===== src/sv/lud_pkg.sv =====
// Package: types, constants and helper functions of the UTF-8 decoder.
`default_nettype none
package lud_pkg;

  localparam int CP_W            = 21;
  localparam int POS_W           = 32;
  localparam int COUNT_WIDTH_DEF = 32;
  localparam int QUEUE_DEPTH     = 2;
  localparam int SLOTS           = 4;

  localparam logic [7:0] CONT_MASK = 8'hC0;
  localparam logic [7:0] CONT_TAG  = 8'h80;
  localparam logic [7:0] LEAD2     = 8'hC0;
  localparam logic [7:0] LEAD3     = 8'hE0;
  localparam logic [7:0] LEAD4     = 8'hF0;
  localparam logic [7:0] LEAD_MASK = 8'h7F;

  typedef struct packed {
    logic [7:0] in_byte;
    logic       end_of_text;
  } in_item_t;

  typedef struct packed {
    logic [CP_W-1:0]  char_code;
    logic [2:0]       bytes_used;
    logic             is_space;
    logic             in_leading_space;
    logic [POS_W-1:0] position;
    logic             final_res;
  } out_item_t;

  // One pending result from the decode front.
  typedef struct packed {
    logic [CP_W-1:0] cp;
    logic [2:0]      used;
    logic            fin;
  } slot_t;

  // All results caused by one byte, slot 0 first.
  typedef struct packed {
    slot_t [SLOTS-1:0] slot;
    logic [2:0]        count;
  } burst_t;

  typedef struct packed {
    logic empty;
    logic full;
  } q_status_t;

  function automatic logic [2:0] seq_len(input logic [7:0] b);
    logic [2:0] len;
    if (b >= LEAD4)      len = 3'd4;
    else if (b >= LEAD3) len = 3'd3;
    else if (b >= LEAD2) len = 3'd2;
    else                 len = 3'd1;
    return len;
  endfunction

  // Unicode White_Space set.
  function automatic logic is_white(input logic [CP_W-1:0] cp);
    return (cp >= 21'h0009 && cp <= 21'h000D) || cp == 21'h0020 || cp == 21'h0085 ||
           cp == 21'h00A0 || cp == 21'h1680 || (cp >= 21'h2000 && cp <= 21'h200A) ||
           cp == 21'h2028 || cp == 21'h2029 || cp == 21'h202F || cp == 21'h205F ||
           cp == 21'h3000;
  endfunction

endpackage
`default_nettype wire


===== src/sv/lud_front.sv =====
// Decode front: sequence assembly and result burst build for each byte.
`default_nettype none
module lud_front import lud_pkg::*; (
  input  wire logic     clk,
  input  wire logic     rst,
  input  wire logic     byte_valid,
  output logic          byte_ready,
  input  wire in_item_t byte_data,
  input  wire logic     q_full,
  output logic          push,
  output burst_t        burst
);

  logic [7:0]      lead_byte, lead_byte_next;
  logic [2:0]      expected_len, expected_len_next;
  logic [1:0]      held_count, held_count_next;
  logic [7:0]      held_bytes [2];
  logic [7:0]      held_bytes_next [2];
  logic [CP_W-1:0] partial_value, partial_value_next;

  logic [7:0]      b;
  logic            eot, pend, cont, accept;
  logic [2:0]      fresh_len;
  logic [1:0]      fresh_pos;
  logic [CP_W-1:0] new_pv;
  logic [7:0]      raw_src [3];

  assign b          = byte_data.in_byte;
  assign eot        = byte_data.end_of_text;
  assign pend       = (expected_len != 3'd0);
  assign cont       = ((b & CONT_MASK) == CONT_TAG);
  assign fresh_len  = seq_len(b);
  assign new_pv     = {partial_value[CP_W-7:0], b[5:0]};
  assign byte_ready = !q_full;
  assign accept     = byte_valid && byte_ready;
  assign raw_src[0] = lead_byte;
  assign raw_src[1] = held_bytes[0];
  assign raw_src[2] = held_bytes[1];

  always_comb begin
    burst              = '0;
    fresh_pos          = 2'd0;
    lead_byte_next     = lead_byte;
    expected_len_next  = expected_len;
    held_count_next    = held_count;
    held_bytes_next    = held_bytes;
    partial_value_next = partial_value;
    if (pend && cont) begin
      if (({1'b0, held_count} + 3'd2) >= expected_len) begin
        burst.slot[0].cp   = new_pv;
        burst.slot[0].used = expected_len;
        burst.slot[0].fin  = eot;
        burst.count        = 3'd1;
        expected_len_next  = 3'd0;
      end else if (eot) begin
        // cut off at end of text: everything goes out raw
        for (int i = 0; i < 3; i++) begin
          if (i <= int'(held_count)) begin
            burst.slot[i].cp   = {13'd0, raw_src[i]};
            burst.slot[i].used = 3'd1;
          end
        end
        fresh_pos                  = held_count + 2'd1;
        burst.slot[fresh_pos].cp   = {13'd0, b};
        burst.slot[fresh_pos].used = 3'd1;
        burst.slot[fresh_pos].fin  = 1'b1;
        burst.count                = {1'b0, fresh_pos} + 3'd1;
        expected_len_next          = 3'd0;
      end else begin
        held_bytes_next[held_count[0]] = b;
        held_count_next                = held_count + 2'd1;
        partial_value_next             = new_pv;
      end
    end else begin
      if (pend) begin
        // broken sequence: lead and held bytes go out raw first
        for (int i = 0; i < 3; i++) begin
          if (i <= int'(held_count)) begin
            burst.slot[i].cp   = {13'd0, raw_src[i]};
            burst.slot[i].used = 3'd1;
          end
        end
        fresh_pos         = held_count + 2'd1;
        burst.count       = {1'b0, fresh_pos};
        expected_len_next = 3'd0;
      end
      if (fresh_len == 3'd1 || eot) begin
        burst.slot[fresh_pos].cp   = {13'd0, b};
        burst.slot[fresh_pos].used = 3'd1;
        burst.slot[fresh_pos].fin  = eot;
        burst.count                = {1'b0, fresh_pos} + 3'd1;
      end else begin
        lead_byte_next     = b;
        expected_len_next  = fresh_len;
        held_count_next    = 2'd0;
        partial_value_next = {13'd0, b & (LEAD_MASK >> fresh_len)};
      end
    end
    if (eot || expected_len_next == 3'd0) begin
      expected_len_next = 3'd0;
      held_count_next   = 2'd0;
    end
  end

  assign push = accept && (burst.count != 3'd0);

  always_ff @(posedge clk) begin
    if (rst) begin
      expected_len <= 3'd0;
      held_count   <= 2'd0;
    end else if (accept) begin
      expected_len <= expected_len_next;
      held_count   <= held_count_next;
    end
  end

  // sequence payload, qualified by expected_len
  always_ff @(posedge clk) begin
    if (accept) begin
      lead_byte     <= lead_byte_next;
      held_bytes    <= held_bytes_next;
      partial_value <= partial_value_next;
    end
  end

endmodule
`default_nettype wire


===== src/sv/lud_queue.sv =====
// Short queue of result bursts between decode front and emit back.
`default_nettype none
module lud_queue import lud_pkg::*; (
  input  wire logic   clk,
  input  wire logic   rst,
  input  wire logic   push,
  input  wire burst_t push_data,
  input  wire logic   pop,
  output q_status_t   status,
  output burst_t      head
);

  localparam int PtrW = (QUEUE_DEPTH > 1) ? $clog2(QUEUE_DEPTH) : 1;
  localparam int CntW = $clog2(QUEUE_DEPTH + 1);

  burst_t          mem [QUEUE_DEPTH];
  logic [PtrW-1:0] wr_ptr, rd_ptr;
  logic [CntW-1:0] fill;

  assign status.empty = (fill == CntW'(0));
  assign status.full  = (fill == CntW'(QUEUE_DEPTH));
  assign head         = mem[rd_ptr];

  function automatic logic [PtrW-1:0] ptr_inc(input logic [PtrW-1:0] p);
    return (p == PtrW'(QUEUE_DEPTH - 1)) ? '0 : p + PtrW'(1);
  endfunction

  always_ff @(posedge clk) begin
    if (rst) begin
      wr_ptr <= '0;
      rd_ptr <= '0;
      fill   <= '0;
    end else begin
      if (push) wr_ptr <= ptr_inc(wr_ptr);
      if (pop)  rd_ptr <= ptr_inc(rd_ptr);
      if (push && !pop)      fill <= fill + CntW'(1);
      else if (pop && !push) fill <= fill - CntW'(1);
    end
  end

  always_ff @(posedge clk) begin
    if (push) mem[wr_ptr] <= push_data;
  end

endmodule
`default_nettype wire


===== src/sv/lud_back.sv =====
// Emit back: one result per cycle while not stalled, whitespace flags and running index.
`default_nettype none
module lud_back import lud_pkg::*; #(
  parameter int COUNT_WIDTH = COUNT_WIDTH_DEF
) (
  input  wire logic      clk,
  input  wire logic      rst,
  input  wire q_status_t status,
  input  wire burst_t    head,
  output logic           pop,
  output logic           cp_valid,
  input  wire logic      cp_ready,
  output out_item_t      cp_data
);

  localparam int CntW = (COUNT_WIDTH > POS_W) ? POS_W : COUNT_WIDTH;

  logic [1:0]      idx;
  logic            leading_flag;
  logic [CntW-1:0] cp_counter;

  slot_t cur;
  logic  load, last, sp, lf;

  assign load = !status.empty && (!cp_valid || cp_ready);
  assign cur  = head.slot[idx];
  assign sp   = is_white(cur.cp);
  assign lf   = leading_flag && sp;
  assign last = (({1'b0, idx} + 3'd1) == head.count);
  assign pop  = load && last;

  always_ff @(posedge clk) begin
    if (rst) begin
      idx          <= 2'd0;
      leading_flag <= 1'b1;
      cp_counter   <= '0;
      cp_valid     <= 1'b0;
    end else begin
      if (load) begin
        cp_valid <= 1'b1;
        idx      <= last ? 2'd0 : idx + 2'd1;
        if (cur.fin) begin
          leading_flag <= 1'b1;
          cp_counter   <= '0;
        end else begin
          leading_flag <= lf;
          if (cp_counter != '1) cp_counter <= cp_counter + CntW'(1);
        end
      end else if (cp_ready) begin
        cp_valid <= 1'b0;
      end
    end
  end

  always_ff @(posedge clk) begin
    if (load) begin
      cp_data.char_code        <= cur.cp;
      cp_data.bytes_used       <= cur.used;
      cp_data.is_space         <= sp;
      cp_data.in_leading_space <= lf;
      cp_data.position         <= POS_W'(cp_counter);
      cp_data.final_res        <= cur.fin;
    end
  end

endmodule
`default_nettype wire


===== src/sv/lenient_utf8_decoder_top.sv =====
// Top level of the lenient UTF-8 decoder: front, burst queue and emit back.
//
//   channel    direction  handshake               payload
//   byte_*     in         byte_valid/byte_ready   in_item_t  (byte, end of text)
//   cp_*       out        cp_valid/cp_ready       out_item_t (code point and flags)
//
// One byte is taken per cycle while the burst queue has room; a byte that
// completes a character or is plain ASCII leaves one result, which passes
// through the burst queue and the output register to cp_*.
// A broken or cut-off sequence leaves a burst of up to four results, which the
// back drains at one per cycle while cp_ready is high.
// Reset (rst, synchronous) drops any pending sequence, empties the queue, sets
// the leading-whitespace flag and zeroes the index. Either side may stall on its
// own: the queue holds two bursts and the output register holds one result.
`default_nettype none
module lenient_utf8_decoder_top import lud_pkg::*; #(
  parameter int COUNT_WIDTH = COUNT_WIDTH_DEF
) (
  input  wire logic     clk,
  input  wire logic     rst,
  input  wire logic     byte_valid,
  output logic          byte_ready,
  input  wire in_item_t byte_data,
  output logic          cp_valid,
  input  wire logic     cp_ready,
  output out_item_t     cp_data
);

  // front to queue
  logic      push;
  burst_t    burst;
  // queue to back
  q_status_t status;
  burst_t    head;
  logic      pop;

  // Front: classifies each byte against the pending sequence and builds the
  // whole burst of results that byte causes.
  lud_front u_front (
    .clk        (clk),
    .rst        (rst),
    .byte_valid (byte_valid),
    .byte_ready (byte_ready),
    .byte_data  (byte_data),
    .q_full     (status.full),
    .push       (push),
    .burst      (burst)
  );

  // Queue: decouples byte intake from result delivery.
  lud_queue u_queue (
    .clk       (clk),
    .rst       (rst),
    .push      (push),
    .push_data (burst),
    .pop       (pop),
    .status    (status),
    .head      (head)
  );

  // Back: walks a burst slot by slot, adds whitespace state and the index.
  lud_back #(
    .COUNT_WIDTH (COUNT_WIDTH)
  ) u_back (
    .clk      (clk),
    .rst      (rst),
    .status   (status),
    .head     (head),
    .pop      (pop),
    .cp_valid (cp_valid),
    .cp_ready (cp_ready),
    .cp_data  (cp_data)
  );

endmodule
`default_nettype wire


===== config.mk =====
export PLATFORM = sky130hd
export DESIGN_NAME = lenient_utf8_decoder_top
export DESIGN_NICKNAME = d
export VERILOG_FILES = /design/src/sv/lud_pkg.sv /design/src/sv/lud_front.sv /design/src/sv/lud_queue.sv /design/src/sv/lud_back.sv /design/src/sv/lenient_utf8_decoder_top.sv
export SDC_FILE = /design/constraint.sdc
export NUM_CORES = 1
export LEC_CHECK = 0
export BUFFER_PORTS_ARGS = -buffer_cell sky130_fd_sc_hd__buf_2
export CAP_MARGIN = 5
export CORE_MARGIN = 5
export CORE_UTILIZATION = 25
export DETAILED_ROUTE_END_ITERATION = 8
export SYNTH_ARGS = -nofsm -noshare
export SYNTH_HDL_FRONTEND = slang
export SYNTH_SLANG_ARGS = --single-unit

===== constraint.sdc =====
create_clock -name clk -period 12.55 [get_ports clk]
set_clock_uncertainty 0.05 [all_clocks]
set_input_delay 3.1375 -clock clk [delete_from_list [all_inputs] [get_ports clk]]
set_output_delay 3.1375 -clock clk [all_outputs]
set_load 0.02 [all_outputs]

Yosys cells after proc, flatten, opt, wreduce, memory -nomap -nowiden

Memories as Yosys holds them, arrays and structs flattened. A register that Yosys moved wholly into a read port is not among the register bits.
Cells that the tools add are included.

Memories kept: 1
Bits in writable memories: 206
Output and inout bits: 61
Register bits after elaboration: 143
Word-level logic and storage cells: 198

Reduce and logical (&&, ||, !) cells: 43
Bitwise gates (word level): 6
Add/subtract/negate cells: 11
Multiplexer cells: 80
Shifts and indexed selects: 1
Equal/unequal tests: 20
$lt $le $gt $ge: 17

Memories:

| name        | words | bits a word | read ports | clocked after Yosys merged registers in | wr ports | RTL line        | text |
|---|---|---|---|---|---|---|---|
| u_queue.mem | 2     | 103         | 1          | 1                                       | 1        | lud_queue.sv:16 | `burst_t mem [QUEUE_DEPTH];` |

Operators by type and width:

| operator                | count |
|---|---|
| $bwmux W100             | 6 |
| $mux W24                | 14 |
| $mux W103               | 3 |
| $demux W25 S2           | 6 |
| $eq A21 B14 Y1 const B  | 5 |
| $mux W25                | 3 |
| $mux W75                | 1 |
| $mux W32                | 2 |
| $mux W15                | 4 |
| $bmux W25 S2            | 1 |
| $eq A21 B8 Y1 const B   | 2 |
| $mux W11                | 3 |
| $add A32 B1 Y32 const B | 1 |
| $ne A32 B32 Y1 const B  | 1 |
| $mux W28                | 1 |
| $ge A8 B8 Y1 const B    | 3 |
| $mux W2                 | 12 |
| $mux W3                 | 8 |
| $eq A21 B13 Y1 const B  | 1 |
| $eq A21 B6 Y1 const B   | 1 |
| $ge A21 B14 Y1 const B  | 1 |
| $ge A21 B4 Y1 const B   | 1 |
| $le A21 B14 Y1 const B  | 1 |
| $le A21 B4 Y1 const B   | 1 |
| other kinds (38)        | 96 |

Logic depth before layout (Yosys ltp)

Gate-level depths: netlist of run 1.

Depth after elaboration: 18
Mapped depth: 13
Gate-level depth less buffers: 12

By module

From an unflattened synthesis of run 1, not the netlist that was laid out.

Cells, all modules: 996
Area total of the unflattened synthesis: 15274.6 sq um

Modules (own cells, without submodules):

| module    | cells each | area each (sq um) | instances |
|---|---|---|---|
| lud_queue | 342        | 7652.3            | 1 |
| lud_back  | 347        | 4550.6            | 1 |
| lud_front | 307        | 3071.7            | 1 |

Least setup slack after synthesis of run 1

OpenSTA, ideal clock, no wires.

Kind: input -> register
Start point: in byte_data[7] (netlist name)
End point: mem u_queue.mem[0][0] (netlist name) (enable)
Setup slack: 5.007 ns
Library setup time: 0.479 ns
Arrival time: 7.015 ns
Stages: 7
Data required time: 12.021 ns
Path buffers: 1
Cells stage by stage: clkbuf_1 inv_1 nand3_1 nor3_1 a32o_1 o31a_1 nor2b_1

RTL lines:

| what               | RTL line                       | text |
|---|---|---|
| start: declaration | lenient_utf8_decoder_top.sv:23 | `input wire in_item_t byte_data,` |
| end: declaration   | lud_queue.sv:16                |  |

==> summary.md, run 1 <==
| Metric | Value |
|---|---|
| Status | `completed` |
| Die Ht | `220 µm` |
| Syn Area/Cell | `13.5 µm²` |
| Area added between synthesis and finish | `16.8%` |
| Final setup fails | `0` |
| Initial antenna violation count | `0` |
| Yosys top cell by area | `edfxtp_1` |
| IO Pins | `74` |
| Worst-margin pin slew | `1.05 ns` |
| DR iter-0 viols | `552` |
| Final Max Tran Viols | `0` |
| Static Leak | `4.26 nW` |
| Data arrival, critical path | `6.14 ns` |
| Clock Latency Late Sink | `0.55 ns` |
| Warnings, synthesis | `0` |
| Die area | `48300 µm²` |
| PD cells | `208 nW/µm²` |
| Hold-fix buffers, CTS | `0` |
| Antenna-violating nets left | `0` |
| Slowest cell on crit path | `and3_1` |
| Unrepaired setup endpoints after global routing | `no` |
| Vias per cell | `4.51` |
| Chip width | `220 µm` |
| Final Routed Wirelength | `25100 µm` |
| R2R Setup Slk | `8.31 ns` |
| Hold EP | `u_back.leading_flag` |
| Setup_tns | `0 ns` |
| DRC | `0` |
| Clock root cell | `clkbuf_16` |
| RePlAce Congestion | `0.866` |
| IO Port Bufs | `73` |
| Most frequent cells in the layout | `edfxtp_1 (212), buf_2 (73), nor2_1 (71)` |
| Sequential area share after synthesis | `0.662` |
| Largest net degree at the start of global routing | `63` |
| Synthesized cell area | `11000 µm²` |
| Tcrit/Tclk final | `0.479` |
| Max_slew headroom | `0.300` |
| CP Launch Type | `primary input` |
| Avg WL per Cell | `16.8 µm` |
| Count of state elements after synthesis | `258` |
| Setup bufs post-CTS | `0` |
| Reg-to-reg endpoint | `u_queue.mem[0][79]` |
| Hold path start | `u_back.leading_flag` |
| Crit path max fanout | `57` |
| CTS tree | `built` |
| Dpl cells | `1445` |
| Total GRT Usage | `0.101` |
| Commonest non-fill, non-tap cell in the layout | `edfxtp_1` |
| CTS H-tree lvls | `1` |
| Pre-antenna DRT Iters | `5` |
| Critical path's largest stage delay | `0.78 ns` |
| Post-synthesis net count | `842` |
| FF-to-FF path depth | `10` |
| Clock sink count | `258` |
| Crit path cell chain | `buf_2, inv_1, and3_1, nand3_1, o22ai_1, o31a_1, nor2b_4, buf_4` |
| F_max | `167 MHz` |
| # resized after CTS | `0` |
| Critical Path RT | `12.68 ns` |
| Number of flops mapped to enable cells by yosys | `212` |
| Worst reg2reg startpoint | `u_front.held_count[0]` |
| HP Class | `reg2reg` |
| GRT Residual Overflow | `0` |
| Antenna fix cells | `0` |
| Maximum vdd drop | `0.109 mV` |
| First-pass GRT wire length | `38600 µm` |
| Final Hold Violating Endpoints | `0` |
| Site row count | `76` |
| Initial core utilization | `0.254` |
| Core Region | `43300 µm²` |
| Mapped Cells | `814` |
| CTS Buf Count | `27` |
| Yosys cell types | `63` |
| Synth area leaders | `edfxtp_1 (58%), dfxtp_1 (8.4%), mux2i_1 (3.5%), xnor2_1 (2.6%), nor2_1 (2.4%)` |
| Primary FF master, synth | `edfxtp_1` |
| Final Critical Period | `6.01 ns` |
| Crit. End Element | `register` |
| Crit path kind | `in2reg` |
| Share of layout cells above drive strength 1 | `0.175` |
| Dpl hpwl | `17600 µm` |
| Fill cells | `4359` |
| Longest Clk Path Bufs | `3` |
| Via count | `6739` |
| Fraction of registers with async set/reset | `0` |
| Clock slew at reported path FFs | `0.06 ns` |
| Hold Path Depth | `2` |
| Max-Cap Viols | `0` |
| Nets | `917` |
| Vias in the first global route | `6500` |
| Non-Filler Instances | `1495` |
| Yosys top cell area share | `0.579` |
## worst max-delay path by stage
| stage | startpoint | end | slack (ns) |
|---|---|---|---|
| final | byte_data[7] | u_queue.mem[0][79] | 6.54 |
| after global routing | byte_data[7] | u_queue.mem[1][59] | 6.30 |
| after CTS | byte_data[7] | u_queue.mem[1][13] | 6.58 |
| after detailed placement | byte_data[7] | u_queue.mem[1][59] | 6.00 |
| after global placement | byte_data[7] | u_queue.mem[1][9] | 6.14 |
| after floorplan | byte_data[7] | u_queue.mem[0][0] | 5.01 |
## area by class of cell
cell class                 instances  area [µm²]  share of cell area
clock inverter                    16         128             0.00993
clock buffer                      34         733              0.0570
multi-input combinational        494        3440               0.267
sequential                       258        7290               0.567
timing repair buffer              83         440              0.0343
inverter                          25        93.8             0.00730
tap                              585         732              0.0570
## logic make-up after synthesis
logic type,after synthesis,synth area share
buffers and inverters,62,0.0276
AO/OA/AOI/OAI,108,0.0711
XOR/XNOR,35,0.0279
flip-flops,258,0.662
AND/OR/NAND/NOR,282,0.131
adder cells (fa/ha/maj),15,0.0171
multiplexers,54,0.0632
## through the flow
stage / cell area (µm²) / hold slack, ns / util / power, mW / setup WS, ns
after CTS: 12900 / 0.430 / 0.297 / 2.71 / 6.58
after global placement: 12000 / 0.406 / 0.277 / 1.92 / 6.14
final: 12900 / 0.426 / 0.297 / 2.67 / 6.54
after detailed placement: 12000 / 0.422 / 0.277 / 1.93 / 6.00
after global routing: 12900 / 0.449 / 0.297 / 2.80 / 6.30
after floorplan: 11000 / 0.356 / - / 1.70 / 5.01
## sequential cells by signal, indices dropped and copies added (netlist names), named ones only
signal,flops
u_queue.rd_ptr,1
u_front.partial_value,15
u_front.lead_byte,8
u_front.expected_len,3
u_back.cp_data,59
u_back.cp_valid,1
u_back.cp_counter,32
u_back.leading_flag,1
u_front.held_count,2
u_queue.wr_ptr,1
u_queue.mem,114
u_front.held_bytes,16
u_back.idx,2
u_queue.fill,2
## critical path, delay by kind of cell
kind	cells	cell delay (ns)
buffers and inverters	3	1.00
AOI/OAI and AO/OA	2	0.64
and+or+nand+nor	3	1.31
## synth_stat cells (all sizes together), types with 2 or more instances
cell type,number
a211o,2
a211oi,6
a21o,5
a21oi,27
a221oi,2
a22o,23
a22oi,5
a31o,2
a31oi,5
and2,32
and3,9
and4,5
buf,15
clkbuf,22
dfxtp,46
edfxtp,212
ha,15
inv,25
mux2,4
mux2i,41
mux4,9
nand2,55
nand2b,5
nand3,26
nand4,16
nor2,71
nor2b,8
nor3,21
nor4,22
nor4b,3
o21ai,18
o22ai,2
or2,2
or3,3
xnor2,33
xor2,2
## report_power, final
group | internal (mW) | total [mW] | leakage [nW] | switching [mW]
Combinational | 0.215 | 0.694 | 1.45 | 0.479
Sequential | 1.14 | 1.20 | 2.39 | 0.0659
Clock | 0.438 | 0.770 | 0.422 | 0.332
Total | 1.79 | 2.67 | 4.26 | 0.877
## per-layer routing
metal | up-vias | share of wire | GRT usage
met1 | 3282 | 0.46 | 0.146
met4 | 0 | 0.028 | 0.0281
met2 | 196 | 0.45 | 0.156
met5 | - | 0 | 0
met3 | 44 | 0.065 | 0.0206
li1 | 3217 | - | -
Note: power is estimated with default switching activity, not from simulation.
==> inputs of run 2 (changes only) <==
- clock period: 12.55 -> 6.1 ns (I/O delays scaled with it)
==> summary.md, run 2 (synthesis results as in run 1) <==
| Metric | Value |
|---|---|
| Pwr Total | `5.61 mW (was 2.67 mW)` |
| Critical path's largest stage delay | `0.71 ns (was 0.78 ns)` |
| Reg-to-reg endpoint | `u_queue.mem[0][28] (was u_queue.mem[0][79])` |
| Final Routed Wirelength | `25300 µm (was 25100 µm)` |
| Die Ht | `220 µm (unchanged)` |
| Critical Path RT | `6.31 ns (was 12.68 ns)` |
| Post-route design area | `13000 µm² (was 12900 µm²)` |
| R2R Setup Slk | `1.81 ns (was 8.31 ns)` |
| Vias per cell | `4.43 (was 4.51)` |
| Top delay family on crit path | `compound AO/OA/AOI/OAI gates (was simple AND/OR/NAND/NOR gates)` |
| F_max | `233 MHz` |
| DP Area | `12000 µm² (about the same)` |
| RePlAce Congestion | `0.862 (was 0.866)` |
| Area added between synthesis and finish | `17.8% (was 16.8%)` |
| Core Region | `43300 µm² (unchanged)` |
| Longest Clk Path Bufs | `3 (unchanged)` |
| HP Class | `reg2reg (unchanged)` |
| Clock slew at reported path FFs | `0.06 ns (about the same)` |
| Hold Path Depth | `2 (unchanged)` |
| Site row count | `76 (unchanged)` |
| Setup bufs post-CTS | `0 (unchanged)` |
| Pre-antenna DRT Iters | `5 (unchanged)` |
| Setup ws final | `1.81 ns (was 6.54 ns)` |
| Hold EP | `u_back.leading_flag (unchanged)` |
| Antenna-violating nets left | `0 (unchanged)` |
| Unrepaired setup endpoints after global routing | `no (unchanged)` |
| DRC | `0 (unchanged)` |
| Commonest non-fill, non-tap cell in the layout | `edfxtp_1 (unchanged)` |
| Avg WL per Cell | `16.9 µm (was 16.8 µm)` |
| Hold path start | `u_back.leading_flag (unchanged)` |
| Final Max Tran Viols | `0 (unchanged)` |
| Most flop-heavy register | `u_queue.mem (unchanged)` |
| Antenna fix cells | `0 (unchanged)` |
| Worst-margin pin slew | `1.07 ns (was 1.05 ns)` |
| Clock root cell | `clkbuf_16 (unchanged)` |
| Crit path max fanout | `36 (was 57)` |
| Max_slew headroom | `0.289 (was 0.300)` |
| Max FFs per register | `114 (unchanged)` |
| Top Registers | `u_queue.mem x114, u_back.cp_data x59, u_back.cp_counter x32 (unchanged)` |
| DR iter-0 viols | `468 (was 552)` |
| Via count | `6634 (was 6739)` |
| Final setup fails | `0 (unchanged)` |
| Final Hold Violating Endpoints | `0 (unchanged)` |
| Clk network pwr share | `0.305 (was 0.289)` |
| Total net switching power | `1.81 mW (was 877 µW)` |
| Clock sink count | `258 (unchanged)` |
| Chip width | `220 µm (unchanged)` |
| Vias in the first global route | `6289 (was 6500)` |
| Hold-fix buffers, CTS | `0 (unchanged)` |
| Die area | `48300 µm² (unchanged)` |
| First-pass GRT wire length | `38600 µm (unchanged)` |
| Maximum vdd drop | `0.206 mV (was 0.109 mV)` |
| Sw frac | `0.322 (was 0.329)` |
| Buf/Inv on CP | `2 (was 3)` |
| Placement Setup Slack | `1.42 ns (was 6.00 ns)` |
| Crit path cell chain | `inv_1, ha_1, nand2b_1, a21o_1, a21oi_1, nand3_1, o22ai_1, o31a_1, nor2b_4, buf_12 (was buf_2, inv_1, and3_1, nand3_1, o22ai_1, o31a_1, nor2b_4, buf_4)` |
| Sequential share of power | `0.444 (was 0.451)` |
| Clock Latency Late Sink | `0.57 ns (was 0.55 ns)` |
| IO Pins | `74 (unchanged)` |
| FF-to-FF path depth | `10 (unchanged)` |
| Final Critical Period | `4.29 ns` |
| Crit path kind | `reg2reg (was in2reg)` |
| CP Launch Type | `register (was primary input)` |
| Status | `completed (unchanged)` |
| # resized after CTS | `0 (unchanged)` |
| Tcrit/Tclk final | `0.703` |
| Worst reg2reg startpoint | `u_front.held_count[0] (unchanged)` |
| Crit. End Element | `register (unchanged)` |
| Internal power | `3.80 mW (was 1.79 mW)` |
| Largest net degree at the start of global routing | `62 (was 63)` |
| CTS tree | `built (unchanged)` |
| Initial core utilization | `0.254 (unchanged)` |
| Setup_tns | `0 ns (unchanged)` |
| Most frequent cells in the layout | `edfxtp_1 (212), buf_2 (73), nor2_1 (71) (unchanged)` |
| Total GRT Usage | `0.103 (was 0.101)` |
| CTS H-tree lvls | `1 (unchanged)` |
| GRT Residual Overflow | `0 (unchanged)` |
| Static Leak | `4.32 nW (was 4.26 nW)` |
| CTS Buf Count | `28 (was 27)` |
| Slowest cell on crit path | `a21oi_1 (was and3_1)` |
| Max-Cap Viols | `0 (unchanged)` |
| CP Launch Point | `u_front.held_count[0] (was byte_data[7])` |
| Comb power frac | `0.250 (was 0.260)` |
| IO Port Bufs | `73 (unchanged)` |
| Initial antenna violation count | `0 (unchanged)` |
| Share of layout cells above drive strength 1 | `0.179 (was 0.175)` |
| Data arrival, critical path | `4.50 ns (was 6.14 ns)` |
| Nets | `920 (was 917)` |
| PD cells | `433 nW/µm² (was 208 nW/µm²)` |
| Dpl cells | `1447 (was 1445)` |
| Non-Filler Instances | `1498 (was 1495)` |
| Dpl hpwl | `18300 µm (was 17600 µm)` |
run 2: cell types whose count changed in the layout (fill, tap and decap cells not counted), sizes merged:
cell / before / now
buf: 83 / 85
bufinv: 1 / 4
clkbuf: 34 / 33
clkinv: 12 / 13
clkinvlp: 1 / 0
inv: 27 / 26
run 2: area by class of cell:
cell class                      count  area (µm²)
Tap cell                          585         732
Clock buffer                       33         719
Fill cell                        4373       30300
Sequential cell                   258        7290
Clock inverter                     18         224
Timing Repair Buffer               85         468
Multi-Input combinational cell    494        3440
Inverter                           25        93.8
run 2: power groups by stage:
| stage | logic, mW | registers [mW] | clock network (mW) |
|---|---|---|---|
| 2_1_floorplan | 0.758 | 2.74 | 0 |
| 3_3_place_gp | 1.43 | 2.54 | 0 |
| 3_5_place_dp | 1.43 | 2.54 | 0 |
| 4_1_cts | 1.43 | 2.50 | 1.78 |
| 5_1_grt | 1.52 | 2.53 | 1.86 |
| 6_report | 1.41 | 2.49 | 1.71 |
run 2: through the flow:
stage | utilization | hold WS (ns)
3_3_place_gp | 0.278 | 0.406
5_1_grt | 0.300 | 0.458
3_5_place_dp | 0.278 | 0.416
4_1_cts | 0.300 | 0.428
6_report | 0.300 | 0.423
2_1_floorplan | - | 0.356
run 2: how the worst max path moves through the flow:
| stage | to | slack, ns | cells after the start |
|---|---|---|---|
| 4_1_cts | u_queue.mem[0][28] | 1.89 | 10 |
| 6_report | u_queue.mem[0][28] | 1.81 | 10 |
| 5_1_grt | u_queue.mem[0][28] | 1.51 | 10 |
| 3_5_place_dp | u_queue.mem[0][23] | 1.42 | 8 |
| 3_3_place_gp | u_queue.mem[0][61] | 1.47 | 8 |
| 2_1_floorplan | u_queue.mem[0][0] | 0.17 | 7 |
run 2: metal layers:
metal	GRT usage	wire length, µm	vias up
li1	-	-	3214
met1	0.145	11900	3199
met2	0.162	11300	179
met3	0.0203	1340	42
met4	0.0277	722	0
met5	0	0	-
run 2: worst reg2reg max path, delay by kind of cell, from the launching register on:
| family | cells | cell delay [ns] |
|---|---|---|
| adder cells (fa/ha/maj) | 1 | 0.30 |
| flip-flops | 1 | 0.44 |
| buffers and inverters | 2 | 0.45 |
| AND/OR/NAND/NOR | 3 | 1.15 |
| AO/OA/AOI/OAI | 4 | 1.55 |
